### src/hdl/vmmio_pkg.sv
// Shared types and constants for the VirtIO MMIO register block.
// No dependencies.
package vmmio_pkg;

    typedef enum logic [1:0] {
        CMD_READ  = 2'd0,
        CMD_WRITE = 2'd1,
        CMD_USED  = 2'd2,
        CMD_FATAL = 2'd3
    } t_cmd;

    // configuration register indexes
    localparam logic [1:0] CFG_DEVICE_ID = 2'd0;
    localparam logic [1:0] CFG_VENDOR_ID = 2'd1;
    localparam logic [1:0] CFG_FEATURES  = 2'd2;
    localparam logic [1:0] CFG_CFG_BYTES = 2'd3;

    // control register offsets (word aligned, low 8 bits)
    localparam logic [7:0] OFF_MAGIC        = 8'h00;
    localparam logic [7:0] OFF_VERSION      = 8'h04;
    localparam logic [7:0] OFF_DEVICE_ID    = 8'h08;
    localparam logic [7:0] OFF_VENDOR_ID    = 8'h0c;
    localparam logic [7:0] OFF_DEV_FEAT     = 8'h10;
    localparam logic [7:0] OFF_DEV_FEAT_SEL = 8'h14;
    localparam logic [7:0] OFF_DRV_FEAT     = 8'h20;
    localparam logic [7:0] OFF_DRV_FEAT_SEL = 8'h24;
    localparam logic [7:0] OFF_QUEUE_SEL    = 8'h30;
    localparam logic [7:0] OFF_QUEUE_MAX    = 8'h34;
    localparam logic [7:0] OFF_QUEUE_NUM    = 8'h38;
    localparam logic [7:0] OFF_QUEUE_READY  = 8'h44;
    localparam logic [7:0] OFF_QUEUE_NOTIFY = 8'h50;
    localparam logic [7:0] OFF_INT_STATUS   = 8'h60;
    localparam logic [7:0] OFF_INT_ACK      = 8'h64;
    localparam logic [7:0] OFF_STATUS       = 8'h70;
    localparam logic [7:0] OFF_DESC_LO      = 8'h80;
    localparam logic [7:0] OFF_DESC_HI      = 8'h84;
    localparam logic [7:0] OFF_AVAIL_LO     = 8'h90;
    localparam logic [7:0] OFF_AVAIL_HI     = 8'h94;
    localparam logic [7:0] OFF_USED_LO      = 8'ha0;
    localparam logic [7:0] OFF_USED_HI      = 8'ha4;
    localparam logic [7:0] OFF_SHM_SEL      = 8'hac;
    localparam logic [7:0] OFF_SHM_LEN_LO   = 8'hb0;
    localparam logic [7:0] OFF_SHM_LEN_HI   = 8'hb4;
    localparam logic [7:0] OFF_SHM_BASE_LO  = 8'hb8;
    localparam logic [7:0] OFF_SHM_BASE_HI  = 8'hbc;
    localparam logic [7:0] OFF_CFG_GEN      = 8'hfc;

    localparam logic [31:0] MAGIC_VALUE   = 32'h7472_6976;
    localparam logic [31:0] VERSION_VALUE = 32'd2;
    localparam logic [31:0] ALL_ONES      = 32'hffff_ffff;
    localparam logic [63:0] VERSION1_BIT  = 64'h1_0000_0000;

    localparam logic [31:0] ST_DRV_READY     = 32'd4;
    localparam logic [31:0] ST_FEAT_ACCEPTED = 32'd8;
    localparam logic [31:0] ST_NEEDS_RESET   = 32'd64;
    localparam logic [31:0] INT_USED         = 32'd1;
    localparam logic [31:0] INT_CFG          = 32'd2;

    // request to the config space store
    typedef struct packed {
        logic        rd;
        logic        wr;
        logic [7:0]  addr;   // byte offset within config space
        logic [3:0]  be;
        logic [31:0] wdata;  // already placed on its byte lanes
    } t_cs_req;

endpackage

### src/hdl/vmmio_ram.sv
// Generic single-write, single-read RAM with registered read data.
// No dependencies.
module vmmio_ram #(
    parameter int WIDTH = 8,
    parameter int DEPTH = 64
) (
    input  logic                                   i_clk,
    input  logic                                   i_we,
    input  logic [(DEPTH > 1 ? $clog2(DEPTH) : 1)-1:0] i_waddr,
    input  logic [WIDTH-1:0]                       i_wdata,
    input  logic                                   i_re,
    input  logic [(DEPTH > 1 ? $clog2(DEPTH) : 1)-1:0] i_raddr,
    output logic [WIDTH-1:0]                       o_rdata
);
    logic [WIDTH-1:0] r_mem [DEPTH];
    logic [WIDTH-1:0] r_rdata;

    always_ff @(posedge i_clk) begin
        if (i_we) begin
            r_mem[i_waddr] <= i_wdata;
        end
        if (i_re) begin
            r_rdata <= r_mem[i_raddr];
        end
    end

    assign o_rdata = r_rdata;
endmodule

### src/hdl/vmmio_cfg_space.sv
// Byte-wide device config space: four byte-lane RAMs plus per-byte valid bits.
// Depends on vmmio_pkg and vmmio_ram.
module vmmio_cfg_space
    import vmmio_pkg::*;
#(
    parameter int CONFIG_BYTES = 256
) (
    input  logic        i_clk,
    input  logic        i_rst_n,
    input  t_cs_req     i_req,
    output logic [31:0] o_rdata   // little-endian word, unwritten bytes read zero
);
    localparam int WORDS = (CONFIG_BYTES + 3) / 4;
    localparam int AW    = WORDS > 1 ? $clog2(WORDS) : 1;
    localparam int VW    = 1 << AW;

    logic [AW-1:0]      word_addr;
    logic [VW*4-1:0]    r_vld;
    logic [3:0]         r_rvld;
    logic [7:0]         lane_q [4];

    assign word_addr = i_req.addr[AW+1:2];

    for (genvar l = 0; l < 4; l++) begin : g_lane
        vmmio_ram #(.WIDTH(8), .DEPTH(WORDS)) u_ram (
            .i_clk   (i_clk),
            .i_we    (i_req.wr && i_req.be[l]),
            .i_waddr (word_addr),
            .i_wdata (i_req.wdata[8*l +: 8]),
            .i_re    (i_req.rd),
            .i_raddr (word_addr),
            .o_rdata (lane_q[l])
        );
        assign o_rdata[8*l +: 8] = r_rvld[l] ? lane_q[l] : 8'h00;
    end

    always_ff @(posedge i_clk) begin
        if (!i_rst_n) begin
            r_vld  <= '0;
            r_rvld <= '0;
        end else begin
            if (i_req.wr) begin
                for (int l = 0; l < 4; l++) begin
                    if (i_req.be[l]) begin
                        r_vld[{word_addr, 2'(l)}] <= 1'b1;
                    end
                end
            end
            if (i_req.rd) begin
                r_rvld <= r_vld[{word_addr, 2'b00} +: 4];
            end
        end
    end
endmodule

### src/hdl/virtio_mmio_register_block_top.sv
// VirtIO MMIO transport register block, top level.
// A result word appears in the cycle after its input word is accepted.
// Throughput: one word per cycle while the result side takes each result; the config space RAM read is registered.
// Output register decouples the sides: input ready = output empty or taken.
// Synchronous active-low reset clears all transport state and the config space
// (byte valid bits); no clearing pass is needed. Depends on vmmio_pkg, vmmio_cfg_space.
module virtio_mmio_register_block_top
    import vmmio_pkg::*;
#(
    parameter int QUEUE_COUNT    = 2,
    parameter int QUEUE_SIZE_MAX = 128,
    parameter int CONFIG_BYTES   = 256
) (
    input  logic        i_clk,
    input  logic        i_rst_n,
    // configuration write port
    input  logic        i_cfg_we,
    input  logic [1:0]  i_cfg_index,
    input  logic [63:0] i_cfg_wdata,
    // input channel
    input  logic        i_valid,
    output logic        o_ready,
    input  logic [1:0]  i_command,
    input  logic [8:0]  i_reg_offset,
    input  logic [1:0]  i_size_log2,
    input  logic [31:0] i_write_data,
    // result channel
    output logic        o_valid,
    input  logic        i_ready,
    output logic [31:0] o_read_data,
    output logic        o_access_ok,
    output logic        o_serve_interrupt,
    output logic        o_irq_pending,
    output logic        o_notify_valid,
    output logic [2:0]  o_notify_queue,
    output logic        o_device_ok_pulse,
    output logic        o_device_reset_pulse
);
    localparam int QIW = QUEUE_COUNT > 1 ? $clog2(QUEUE_COUNT) : 1;
    localparam logic [31:0] QCNT = 32'(QUEUE_COUNT);
    localparam logic [31:0] QMAX = 32'(QUEUE_SIZE_MAX);
    localparam logic [8:0]  CFG_LIMIT = 9'(CONFIG_BYTES);

    // configuration registers
    logic [31:0] r_dev_id, r_vendor;
    logic [63:0] r_offered;
    logic [8:0]  r_cfg_bytes;

    // transport state
    logic [31:0] r_status, n_status;
    logic        r_drv_ok, n_drv_ok;
    logic [63:0] r_drv_feat, n_drv_feat;
    logic [31:0] r_dev_sel, n_dev_sel;
    logic [31:0] r_drv_sel, n_drv_sel;
    logic [31:0] r_qsel, n_qsel;
    logic [31:0] r_int, n_int;
    logic [31:0] r_gen, n_gen;
    logic [QUEUE_COUNT-1:0] r_qready, n_qready;

    // output stage
    logic        r_ov;
    logic        r_cs_rd, n_cs_rd;
    logic [1:0]  r_boff;
    logic [1:0]  r_lg;
    logic [31:0] r_rdata, n_rdata;
    logic        r_ok, n_ok;
    logic        r_serve, n_serve;
    logic        r_irq;
    logic        r_nvalid, n_nvalid;
    logic [2:0]  r_nq, n_nq;
    logic        r_okp, n_okp;
    logic        r_rstp, n_rstp;

    logic        accept;
    t_cmd        cmd;
    logic [63:0] feat_now;
    logic        qok;
    logic [7:0]  off;
    logic [31:0] val;
    logic [31:0] enabling;
    t_cs_req     cs_req;
    logic [31:0] cs_word;
    logic [9:0]  cs_end;
    logic [8:0]  cs_limit;
    logic        cs_ok;
    logic [31:0] cs_shift;

    assign o_ready  = !r_ov || i_ready;
    assign accept   = i_valid && o_ready;
    assign cmd      = t_cmd'(i_command);
    assign off      = i_reg_offset[7:0];
    assign val      = i_write_data;
    assign feat_now = r_offered | VERSION1_BIT;
    assign qok      = r_qsel < QCNT;
    assign enabling = (r_status ^ val) & val;

    // config space shape check: aligned 1/2/4 bytes ending inside the usable size
    assign cs_limit = (r_cfg_bytes > CFG_LIMIT) ? CFG_LIMIT : r_cfg_bytes;
    assign cs_end   = {2'b00, off} + (10'd1 << i_size_log2);
    assign cs_ok    = (i_size_log2 != 2'd3)
                   && !(i_size_log2 == 2'd1 && off[0])
                   && !(i_size_log2 == 2'd2 && off[1:0] != 2'b00)
                   && (cs_end <= {1'b0, cs_limit});
    assign cs_shift = val << {off[1:0], 3'b000};

    always_comb begin
        cs_req.rd    = accept && i_reg_offset[8] && cmd == CMD_READ && cs_ok;
        cs_req.wr    = accept && i_reg_offset[8] && cmd == CMD_WRITE && cs_ok;
        cs_req.addr  = off;
        cs_req.wdata = cs_shift;
        case (i_size_log2)
            2'd0:    cs_req.be = 4'b0001 << off[1:0];
            2'd1:    cs_req.be = 4'b0011 << off[1:0];
            default: cs_req.be = 4'b1111;
        endcase
    end

    vmmio_cfg_space #(.CONFIG_BYTES(CONFIG_BYTES)) u_cfg_space (
        .i_clk   (i_clk),
        .i_rst_n (i_rst_n),
        .i_req   (cs_req),
        .o_rdata (cs_word)
    );

    // decode and state update for one word
    always_comb begin
        n_status   = r_status;
        n_drv_ok   = r_drv_ok;
        n_drv_feat = r_drv_feat;
        n_dev_sel  = r_dev_sel;
        n_drv_sel  = r_drv_sel;
        n_qsel     = r_qsel;
        n_int      = r_int;
        n_gen      = r_gen;
        n_qready   = r_qready;
        n_cs_rd    = 1'b0;
        n_rdata    = '0;
        n_ok       = 1'b0;
        n_serve    = 1'b0;
        n_nvalid   = 1'b0;
        n_nq       = '0;
        n_okp      = 1'b0;
        n_rstp     = 1'b0;

        if (cmd == CMD_USED) begin
            n_ok = 1'b1;
            if (r_drv_ok) n_int = r_int | INT_USED;
        end else if (cmd == CMD_FATAL) begin
            n_ok     = 1'b1;
            n_status = r_status | ST_NEEDS_RESET;
            n_gen    = r_gen + 32'd1;
            if (r_drv_ok) n_int = r_int | INT_CFG;
        end else if (i_reg_offset[8]) begin
            n_ok    = cs_ok;
            n_cs_rd = cs_ok && cmd == CMD_READ;
        end else if (off[1:0] != 2'b00 || i_size_log2 != 2'd2) begin
            n_ok = 1'b0;
        end else if (cmd == CMD_READ) begin
            n_ok = 1'b1;
            case (off)
                OFF_MAGIC:     n_rdata = MAGIC_VALUE;
                OFF_VERSION:   n_rdata = VERSION_VALUE;
                OFF_DEVICE_ID: n_rdata = r_dev_id;
                OFF_VENDOR_ID: n_rdata = r_vendor;
                OFF_DEV_FEAT: begin
                    if (r_dev_sel == 32'd0)      n_rdata = feat_now[31:0];
                    else if (r_dev_sel == 32'd1) n_rdata = feat_now[63:32];
                end
                OFF_QUEUE_MAX:   n_rdata = qok ? QMAX : 32'd0;
                OFF_QUEUE_READY: n_rdata = qok ? {31'd0, r_qready[r_qsel[QIW-1:0]]} : 32'd0;
                OFF_INT_STATUS:  n_rdata = r_int;
                OFF_STATUS:      n_rdata = r_status;
                OFF_CFG_GEN:     n_rdata = r_gen;
                OFF_SHM_LEN_LO, OFF_SHM_LEN_HI,
                OFF_SHM_BASE_LO, OFF_SHM_BASE_HI: n_rdata = ALL_ONES;
                default: n_ok = 1'b0;
            endcase
        end else begin
            n_ok = 1'b1;
            case (off)
                OFF_DEV_FEAT_SEL: n_dev_sel = val;
                OFF_DRV_FEAT: begin
                    if (r_drv_sel == 32'd0)      n_drv_feat[31:0]  = val;
                    else if (r_drv_sel == 32'd1) n_drv_feat[63:32] = val;
                end
                OFF_DRV_FEAT_SEL: n_drv_sel = val;
                OFF_QUEUE_SEL:    n_qsel = val;
                // queue size has no read path; a write is accepted and its value is discarded
                OFF_QUEUE_NUM: ;
                OFF_QUEUE_READY: begin
                    if (qok) n_qready[r_qsel[QIW-1:0]] = (val == 32'd1);
                end
                OFF_QUEUE_NOTIFY: begin
                    if (val < QCNT && r_drv_ok && r_qready[val[QIW-1:0]]) begin
                        n_nvalid = 1'b1;
                        n_nq     = val[2:0];
                    end
                    n_serve = r_int != 32'd0;
                end
                OFF_INT_ACK: begin
                    n_int   = r_int & ~val;
                    n_serve = n_int != 32'd0;
                end
                OFF_STATUS: begin
                    if (val == 32'd0) begin
                        // device reset: config generation and config space survive
                        n_status   = '0;
                        n_drv_ok   = 1'b0;
                        n_drv_feat = '0;
                        n_dev_sel  = '0;
                        n_drv_sel  = '0;
                        n_qsel     = '0;
                        n_int      = '0;
                        n_qready   = '0;
                        n_rstp     = 1'b1;
                    end else if ((enabling & ST_FEAT_ACCEPTED) != 32'd0
                                 && r_drv_feat != feat_now) begin
                        // feature mismatch: refused silently
                        n_serve = 1'b0;
                    end else begin
                        n_status = val;
                        if ((enabling & ST_DRV_READY) != 32'd0) begin
                            if ((r_status & ST_NEEDS_RESET) != 32'd0) begin
                                n_int = r_int | INT_CFG;
                            end else begin
                                n_drv_ok = 1'b1;
                                n_okp    = 1'b1;
                            end
                        end
                        n_serve = n_int != 32'd0;
                    end
                end
                // ring addresses and shm select: taken, nothing downstream reads them
                OFF_DESC_LO, OFF_DESC_HI, OFF_AVAIL_LO, OFF_AVAIL_HI,
                OFF_USED_LO, OFF_USED_HI, OFF_SHM_SEL: ;
                default: n_ok = 1'b0;
            endcase
        end
    end

    always_ff @(posedge i_clk) begin
        if (!i_rst_n) begin
            r_dev_id    <= '0;
            r_vendor    <= '0;
            r_offered   <= VERSION1_BIT;
            r_cfg_bytes <= '0;
            r_status    <= '0;
            r_drv_ok    <= 1'b0;
            r_drv_feat  <= '0;
            r_dev_sel   <= '0;
            r_drv_sel   <= '0;
            r_qsel      <= '0;
            r_int       <= '0;
            r_gen       <= '0;
            r_qready    <= '0;
            r_ov        <= 1'b0;
        end else begin
            if (i_cfg_we) begin
                case (i_cfg_index)
                    CFG_DEVICE_ID: r_dev_id    <= i_cfg_wdata[31:0];
                    CFG_VENDOR_ID: r_vendor    <= i_cfg_wdata[31:0];
                    CFG_FEATURES:  r_offered   <= i_cfg_wdata;
                    CFG_CFG_BYTES: r_cfg_bytes <= i_cfg_wdata[8:0];
                    default: ;
                endcase
            end
            if (accept) begin
                r_status   <= n_status;
                r_drv_ok   <= n_drv_ok;
                r_drv_feat <= n_drv_feat;
                r_dev_sel  <= n_dev_sel;
                r_drv_sel  <= n_drv_sel;
                r_qsel     <= n_qsel;
                r_int      <= n_int;
                r_gen      <= n_gen;
                r_qready   <= n_qready;
                r_ov       <= 1'b1;
            end else if (i_ready) begin
                r_ov <= 1'b0;
            end
        end
    end

    // result payload
    always_ff @(posedge i_clk) begin
        if (accept) begin
            r_cs_rd  <= n_cs_rd;
            r_boff   <= off[1:0];
            r_lg     <= i_size_log2;
            r_rdata  <= n_rdata;
            r_ok     <= n_ok;
            r_serve  <= n_serve;
            r_irq    <= n_int != 32'd0;
            r_nvalid <= n_nvalid;
            r_nq     <= n_nq;
            r_okp    <= n_okp;
            r_rstp   <= n_rstp;
        end
    end

    // config read: pick the bytes out of the registered word
    logic [31:0] cs_align_word;
    logic [31:0] cs_rd_data;
    assign cs_align_word = cs_word >> {r_boff, 3'b000};
    always_comb begin
        case (r_lg)
            2'd0:    cs_rd_data = {24'd0, cs_align_word[7:0]};
            2'd1:    cs_rd_data = {16'd0, cs_align_word[15:0]};
            default: cs_rd_data = cs_align_word;
        endcase
    end

    assign o_valid              = r_ov;
    assign o_read_data          = r_cs_rd ? cs_rd_data : r_rdata;
    assign o_access_ok          = r_ok;
    assign o_serve_interrupt    = r_serve;
    assign o_irq_pending        = r_irq;
    assign o_notify_valid       = r_nvalid;
    assign o_notify_queue       = r_nq;
    assign o_device_ok_pulse    = r_okp;
    assign o_device_reset_pulse = r_rstp;

    a_reset_clears_irq: assert property (@(posedge i_clk) disable iff (!i_rst_n)
        o_valid && o_device_reset_pulse |-> !o_irq_pending)
        else $error("device reset left interrupt pending");
    a_notify_ok: assert property (@(posedge i_clk) disable iff (!i_rst_n)
        o_valid && o_notify_valid |-> o_access_ok && !o_device_reset_pulse)
        else $error("notify on refused access");
    a_notify_q_zero: assert property (@(posedge i_clk) disable iff (!i_rst_n)
        o_valid && !o_notify_valid |-> o_notify_queue == 3'd0)
        else $error("stray notify queue index");
    a_serve_irq: assert property (@(posedge i_clk) disable iff (!i_rst_n)
        o_valid && o_serve_interrupt |-> o_irq_pending)
        else $error("serve without pending interrupt");
    a_rdata_ok: assert property (@(posedge i_clk) disable iff (!i_rst_n)
        o_valid && o_read_data != 32'd0 |-> o_access_ok)
        else $error("data returned on refused access");
endmodule
### config.mk
export PLATFORM = sky130hd
export DESIGN_NAME = virtio_mmio_register_block_top
export DESIGN_NICKNAME = d
export VERILOG_FILES = /design/src/hdl/vmmio_pkg.sv /design/src/hdl/vmmio_ram.sv /design/src/hdl/vmmio_cfg_space.sv /design/src/hdl/virtio_mmio_register_block_top.sv
export SDC_FILE = /design/constraint.sdc
export NUM_CORES = 2
export LEC_CHECK = 0
export ABC_AREA = 1
export BUFFER_PORTS_ARGS = -buffer_cell sky130_fd_sc_hd__buf_2
export CAP_MARGIN = 0
export CORE_ASPECT_RATIO = 0.75
export CORE_MARGIN = 3
export CORE_UTILIZATION = 53
export CTS_BUF_LIST = sky130_fd_sc_hd__clkbuf_8 sky130_fd_sc_hd__clkbuf_16
export CTS_CLUSTER_DIAMETER = 200
export DETAILED_ROUTE_END_ITERATION = 10
export HOLD_SLACK_MARGIN = 0.12
export PLACE_DENSITY = 0.69
export SETUP_SLACK_MARGIN = 0.1
export SLEW_MARGIN = 25
export SYNTH_ARGS = -nofsm -noshare
export SYNTH_HDL_FRONTEND = slang
export SYNTH_HIERARCHICAL = 1
export SYNTH_SLANG_ARGS = --single-unit
### constraint.sdc
create_clock -name i_clk -period 7.7 [get_ports i_clk]
set_clock_uncertainty 0.2 [all_clocks]
set_input_delay 1.54 -clock i_clk [delete_from_list [all_inputs] [get_ports i_clk]]
set_output_delay 1.54 -clock i_clk [all_outputs]
set_load 0.01 [all_outputs]
# Word level (Yosys, flattened, before mapping)
# Memories as Yosys holds them, arrays and structs flattened. A register that Yosys moved wholly into a read port is not among the register bits.
# Cells that the tools add are included.
totals:
  wordCells: 303
  memories: 4
  inputBits: 116
  output_inout_bits: 43
  ram_bits: 2048
  reg_bits: 703
memory_table:
  columns: ["name", "words", "word_bits", "read_ports", "rd_clocked_by_memory_dff", "wr", "line_no", "text"]
  rows:
  - ["u_cfg_space.g_lane[0].u_ram.r_mem", 64, 8, 1, 1, 1, "vmmio_ram.sv:15", "logic [WIDTH-1:0] r_mem [DEPTH];"]
  - ["u_cfg_space.g_lane[1].u_ram.r_mem", 64, 8, 1, 1, 1, "vmmio_ram.sv:15", null]
  - ["u_cfg_space.g_lane[2].u_ram.r_mem", 64, 8, 1, 1, 1, "vmmio_ram.sv:15", null]
  - ["u_cfg_space.g_lane[3].u_ram.r_mem", 64, 8, 1, 1, 1, "vmmio_ram.sv:15", null]
classes:
  n_shift: 6
  bitwise: 17
  eq_ne: 53
  reduce_logical: 75
  add_sub_neg: 2
  n_lt_le_gt_ge: 15
  mux: 102
op_table:
  columns: ["operator", "n"]
  rows:
  - ["2-to-1 mux 256 bit", 10]
  - ["2-to-1 mux 32 bit", 24]
  - ["one-hot mux 32 bit (11 select lines)", 1]
  - ["one-hot mux 32 bit (2 select lines)", 5]
  - ["OR 256 x 253 -> 256 bit", 1]
  - ["OR 256 x 254 -> 256 bit", 1]
  - ["OR 256 x 255 -> 256 bit", 1]
  - ["OR 256 bit", 1]
  - ["indexed part select 256 x 9 -> 4 bit", 1]
  - ["one-hot mux 64 bit (2 select lines)", 1]
  - ["nonzero test 32 bit", 4]
  - ["equality test 32 x 1 -> 1 bit (second input constant)", 3]
  - ["equality test 8 bit (second input constant)", 12]
  - ["logical NOT 32 bit", 3]
  - ["< comparator 32 x 2 -> 1 bit (second input constant)", 2]
  - ["2-to-1 mux 64 bit", 1]
  - ["inequality test 64 bit", 1]
  - ["equality test 8 x 6 -> 1 bit (second input constant)", 5]
  - ["equality test 8 x 7 -> 1 bit (second input constant)", 5]
  - ["2-to-1 mux 8 bit", 5]
  - ["< comparator 8 x 9 -> 1 bit (second input constant)", 4]
  - ["2-to-1 mux 1 bit", 35]
  - ["2-to-1 mux 7 bit", 5]
  - ["adder 32 x 1 -> 32 bit (second input constant)", 1]
  - ["53 further kinds", 138]

# Depth between registers and ports, before layout
depth:
  depth_word: 20
  ltp_mapped: 26
  depth_no_buf: 24

# By module
# The synthesis kept the hierarchy.
by_module_without_submodules:
  columns: ["mod", "area_per_inst_um2", "cells_per_inst", "seq_area_each_um2", "instances"]
  rows:
  - ["vmmio_ram at u_cfg_space.g_lane[2].u_ram ...", 21419.3, 1805, 15615.0, 2]
  - ["virtio_mmio_register_block_top", 21864.7, 3165, 9308.9, 1]
  - ["vmmio_ram at u_cfg_space.g_lane[0].u_ram", 21386.8, 1820, 15615.0, 1]
  - ["vmmio_ram at u_cfg_space.g_lane[1].u_ram", 21371.7, 1822, 15615.0, 1]
  - ["vmmio_cfg_space", 11554.8, 1762, 5205.0, 1]

# Worst setup path before layout
# Ideal clock, no wire load.
synth_path:
  path_type: "input port to flip-flop"
  from: "in i_ready"
  to: "mem u_cfg_space.g_lane[2].u_ram.r_mem[48][0], enable pin"
  cell_stages: 13
  slack_ns: 1.481
  required_time_ns: 7.105
  n_path_buf: 3
  setup_ns: 0.395
  arrival_ns: 5.624
  path_cell_list: "inv_1 nand2_2 nand2_2 inv_1 clkbuf_1 nand2_1 nor2_1 nand2_1 inv_1 clkbuf_1 clkbuf_1 nand4_1 nor4_1"
synth_lines:
  columns: ["element", "line_no", "text"]
  rows:
  - ["start, declared", "virtio_mmio_register_block_top.sv:29", "input logic i_ready,"]
  - ["end, declared", "vmmio_ram.sv:15", null]

==> results.md <==
* Post-route ant nets at 0
* Slew at the pin with the worst max-slew slack at between 1 and 1.5 ns
* Layout cells sized above 1 at 0.0727
* Clock Root Buffer: clkbuf_16
* Most frequent cell after synthesis: nand2_1
* Final min period at 6.73 ns
* RSZ-0062 raised after global routing: false
* Sequential cell area fraction in the yosys report at 0.647
* Synth area leader: edfxtp_1
* Gr usage total at 0.287
* Reg area at 77000 um2
* Starting Density at 0.537
* Most used DFF post-synth: edfxtp_1
* First drt pass iteration count at 7
* Worst IR drop on VDD at between 200 and 250 uV
* PortBufs at 157
* Slew margin rel. at 0.251
* Row count at ~150
* Worst Path Max Fanout at 12
* GP Congestion at 0.992
* Layout area overhead at 9.71%
* Routed WL per cell at 22.2 um
* Vias post-DR at around 90000
* Synth top area cells: edfxtp_1 54%, nand2_1 12%, dfxtp_1 11%
* Avg Inst Size Synth at approximately 9.8 um2
* Area of the multi-input gates at ~36000 um2
* Leakage at a little under 50 nW
* Min-Delay Path Class: reg -> reg
* Synth top area share at 0.536
* Synthesis-stage register bit count at 2782
* Hpwl dp at 216000 um
* Setup TNS at 0 ns
* Bufs on Longest Clock Path at 4
* Number of global-route vias before repair at between 80000 and 90000
* CTS HTree Levels at 5
* Post-synthesis simple-gate area fraction at 0.237
* Slew Viols, Final at 0
* First-pass GRT wire length at about 500000 um
* CTS clk-pin slew, worst paths at roughly 0.060 ns
* Drc violations at 0
* Total power at between 30 and 40 mW
* Synth cell count leaders: 3778 x nand2_1, 2126 x edfxtp_1, 1937 x nand3_1, 819 x nor2_1, 695 x inv_1
* Grt total ovfl at 0
* Height of the die at ~420 um
* Cell count of the worst hold path at 2
* Clk sinks at roughly 2800
* CTS tree: built
* Clock latency on the worst-skew pair at around 0.86 ns
* Largest family of logic cells by synthesized area: simple AND/OR/NAND/NOR gates
* Class of the most critical setup path: in -> reg
* Async set-reset flop share out of synthesis at 0
* Final setup vio count at 0
* TritonCTS buffer count at between 200 and 300
* Multiplexer area fraction after synthesis at 0
* Number of hold buffers added after CTS at 0
* Adder-Cell Fraction of Synth Area at 0.00206
* EDFF count, synth at approximately 2100
* Final period util at 0.874
* Die width at 553 um
* Via density at around 5.9
* Final Net Count at about 12000
* Reg2Reg Depth at 20
* Pwr per Cell Area at ~240 nW/um2
* Synthesized netlist cell count at ~12000
* Largest net degree at the start of global routing at between 150 and 200
* # IOs at about 160
* Fmax achieved at approximately 150 MHz
* Die area at around 230000 um2
* Startpoint types: input pin
* Post-synthesis compound-gate area fraction at 0.0558
* Post-synthesis xor/xnor area fraction at 0.000809
* Final Hold Viols at 0
* Max Cap Violations at 0
* Crit path capture type: flop
* Yosys cell types at 53
* Fillcell total at roughly 18000
* Req. time, crit path at 7.98 ns
* Status: finished clean
* Post-cts sizing count at 0
* Synthesized cell area at approximately 120000 um2
* Final WL at between 300000 and 400000 um
* Worst EP arrival at between 7 and 8 ns
* Synth Warn # at 6
* Number of DRC markers in iteration 0 at between 10000 and 15000
* Initial antenna violation count at 17
* Core ar. at 222000 um2
* Post-CTS Setup Repair Bufs at 0
state kept, by name (all words and copies together), names as in the netlist, 3 cells and up:
signal and cells:
r_rdata 32, u_cfg_space/r_rvld 4, r_drv_sel 32, r_vendor 32, r_int 32, r_qsel 32, r_drv_feat 64, r_dev_sel 32
r_offered 63, u_cfg_space/g_lane.u_ram/r_mem 2048, r_cfg_bytes 9, u_cfg_space/g_lane.u_ram/o_rdata 32, o_notify_queue 3, r_gen 32, r_status 32, r_dev_id 32
u_cfg_space/r_vld 256
layout by cell type (no fill, tap or decap), types with 20 or more instances in the layout:
master,Yosys,routed
a2111oi_0,30,30
a211oi_1,20,20
a21oi_1,579,571
a22oi_1,31,31
buf_2,226,150
buf_4,62,263
clkbuf_16,0,288
clkinv_1,4,57
clkinv_2,0,41
dfxtp_1,656,656
edfxtp_1,2126,2126
inv_1,695,744
nand2_1,3778,3776
nand3_1,1937,1937
nand4_1,48,48
nor2_1,819,798
nor2_4,4,21
nor3_1,70,69
nor4_1,50,50
o211ai_1,53,53
o21ai_0,401,393
o221ai_1,30,30
report_power, final:
part           internal (mW)  total (mW)  switching, mW
Clock                   7.48        13.1           5.64
Combinational          0.485        2.16           1.68
Sequential              16.3        16.3         0.0526
critical path: stages:
cell      delay [ns]
buf_2           0.13
inv_1           0.19
nor2_4          0.07
ha_1            0.34
a21oi_1         0.18
nand2_1         0.10
xnor2_1         0.26
inv_1           0.08
ha_1            0.31
a21oi_1         0.13
a21boi_0        0.20
o21ai_0         0.10
nand2_1         0.06
a21boi_0        0.07
o21ai_0         0.35
buf_4           0.18
inv_1           0.03
nor2_1          0.17
nand2_1         0.07
nor2_1          0.62
nand2_1         0.28
inv_2           0.31
nand4_1         0.45
nor2_1          0.74
routing by layer:
metal,share of wire,global-route usage,routed length [um],up-vias
li1,-,-,-,41400
met1,0.42,0.427,144000,42800
met2,0.43,0.413,146000,4950
met3,0.11,0.0610,38100,658
met4,0.037,0.106,12500,2
met5,0.000038,0,13,-
area by class of cell:
cell class / instances / area share
Multi-Input combinational cell: 7967 / 0.272
Sequential cell: 2782 / 0.590
Clock buffer: 297 / 0.0561
Tap cell: 2944 / 0.0282
Antenna cell: 11 / 0.000211
Clock inverter: 199 / 0.0109
Inverter: 711 / 0.0207
Timing Repair Buffer: 423 / 0.0223
metrics by stage:
step                       util  hold slack [ns]  cell area [um2]  worst slack [ns]  std cells
after detailed placement  0.549            0.240           122000             0.350      14800
final                     0.589            0.249           131000             0.972      15300
after global routing      0.589            0.266           131000             0.510      15300
after floorplan               -            0.225           119000              1.48      12200
after global placement    0.549            0.239           122000             0.167      14800
after CTS                 0.589            0.250           131000              1.24      15300
path summary, 6_finish.rpt:
| path | from | end | slack (ns) |
|---|---|---|---|
| min reg2reg | u_cfg_space/r_vld[250]$_SDFFE_PN0P_ | u_cfg_space/r_vld[250]$_SDFFE_PN0P_ | 0.25 |
| max | i_size_log2[1] | u_cfg_space/g_lane[0].u_ram/r_mem[38][2]$_DFFE_PP_ | 0.97 |
| max reg2reg | r_cfg_bytes[4]$_SDFFE_PN0P_ | u_cfg_space/g_lane[0].u_ram/r_mem[38][2]$_DFFE_PP_ | 2.06 |
| min | u_cfg_space/r_vld[250]$_SDFFE_PN0P_ | u_cfg_space/r_vld[250]$_SDFFE_PN0P_ | 0.25 |
cells by family after synthesis:
group / after synthesis
AO/OA/AOI/OAI: 1198
XOR/XNOR: 11
adder cells (fa/ha/maj): 19
buffers and inverters: 1431
flip-flops: 2782
other: 1
AND/OR/NAND/NOR: 6737
(Power assumes the default switching activity.)
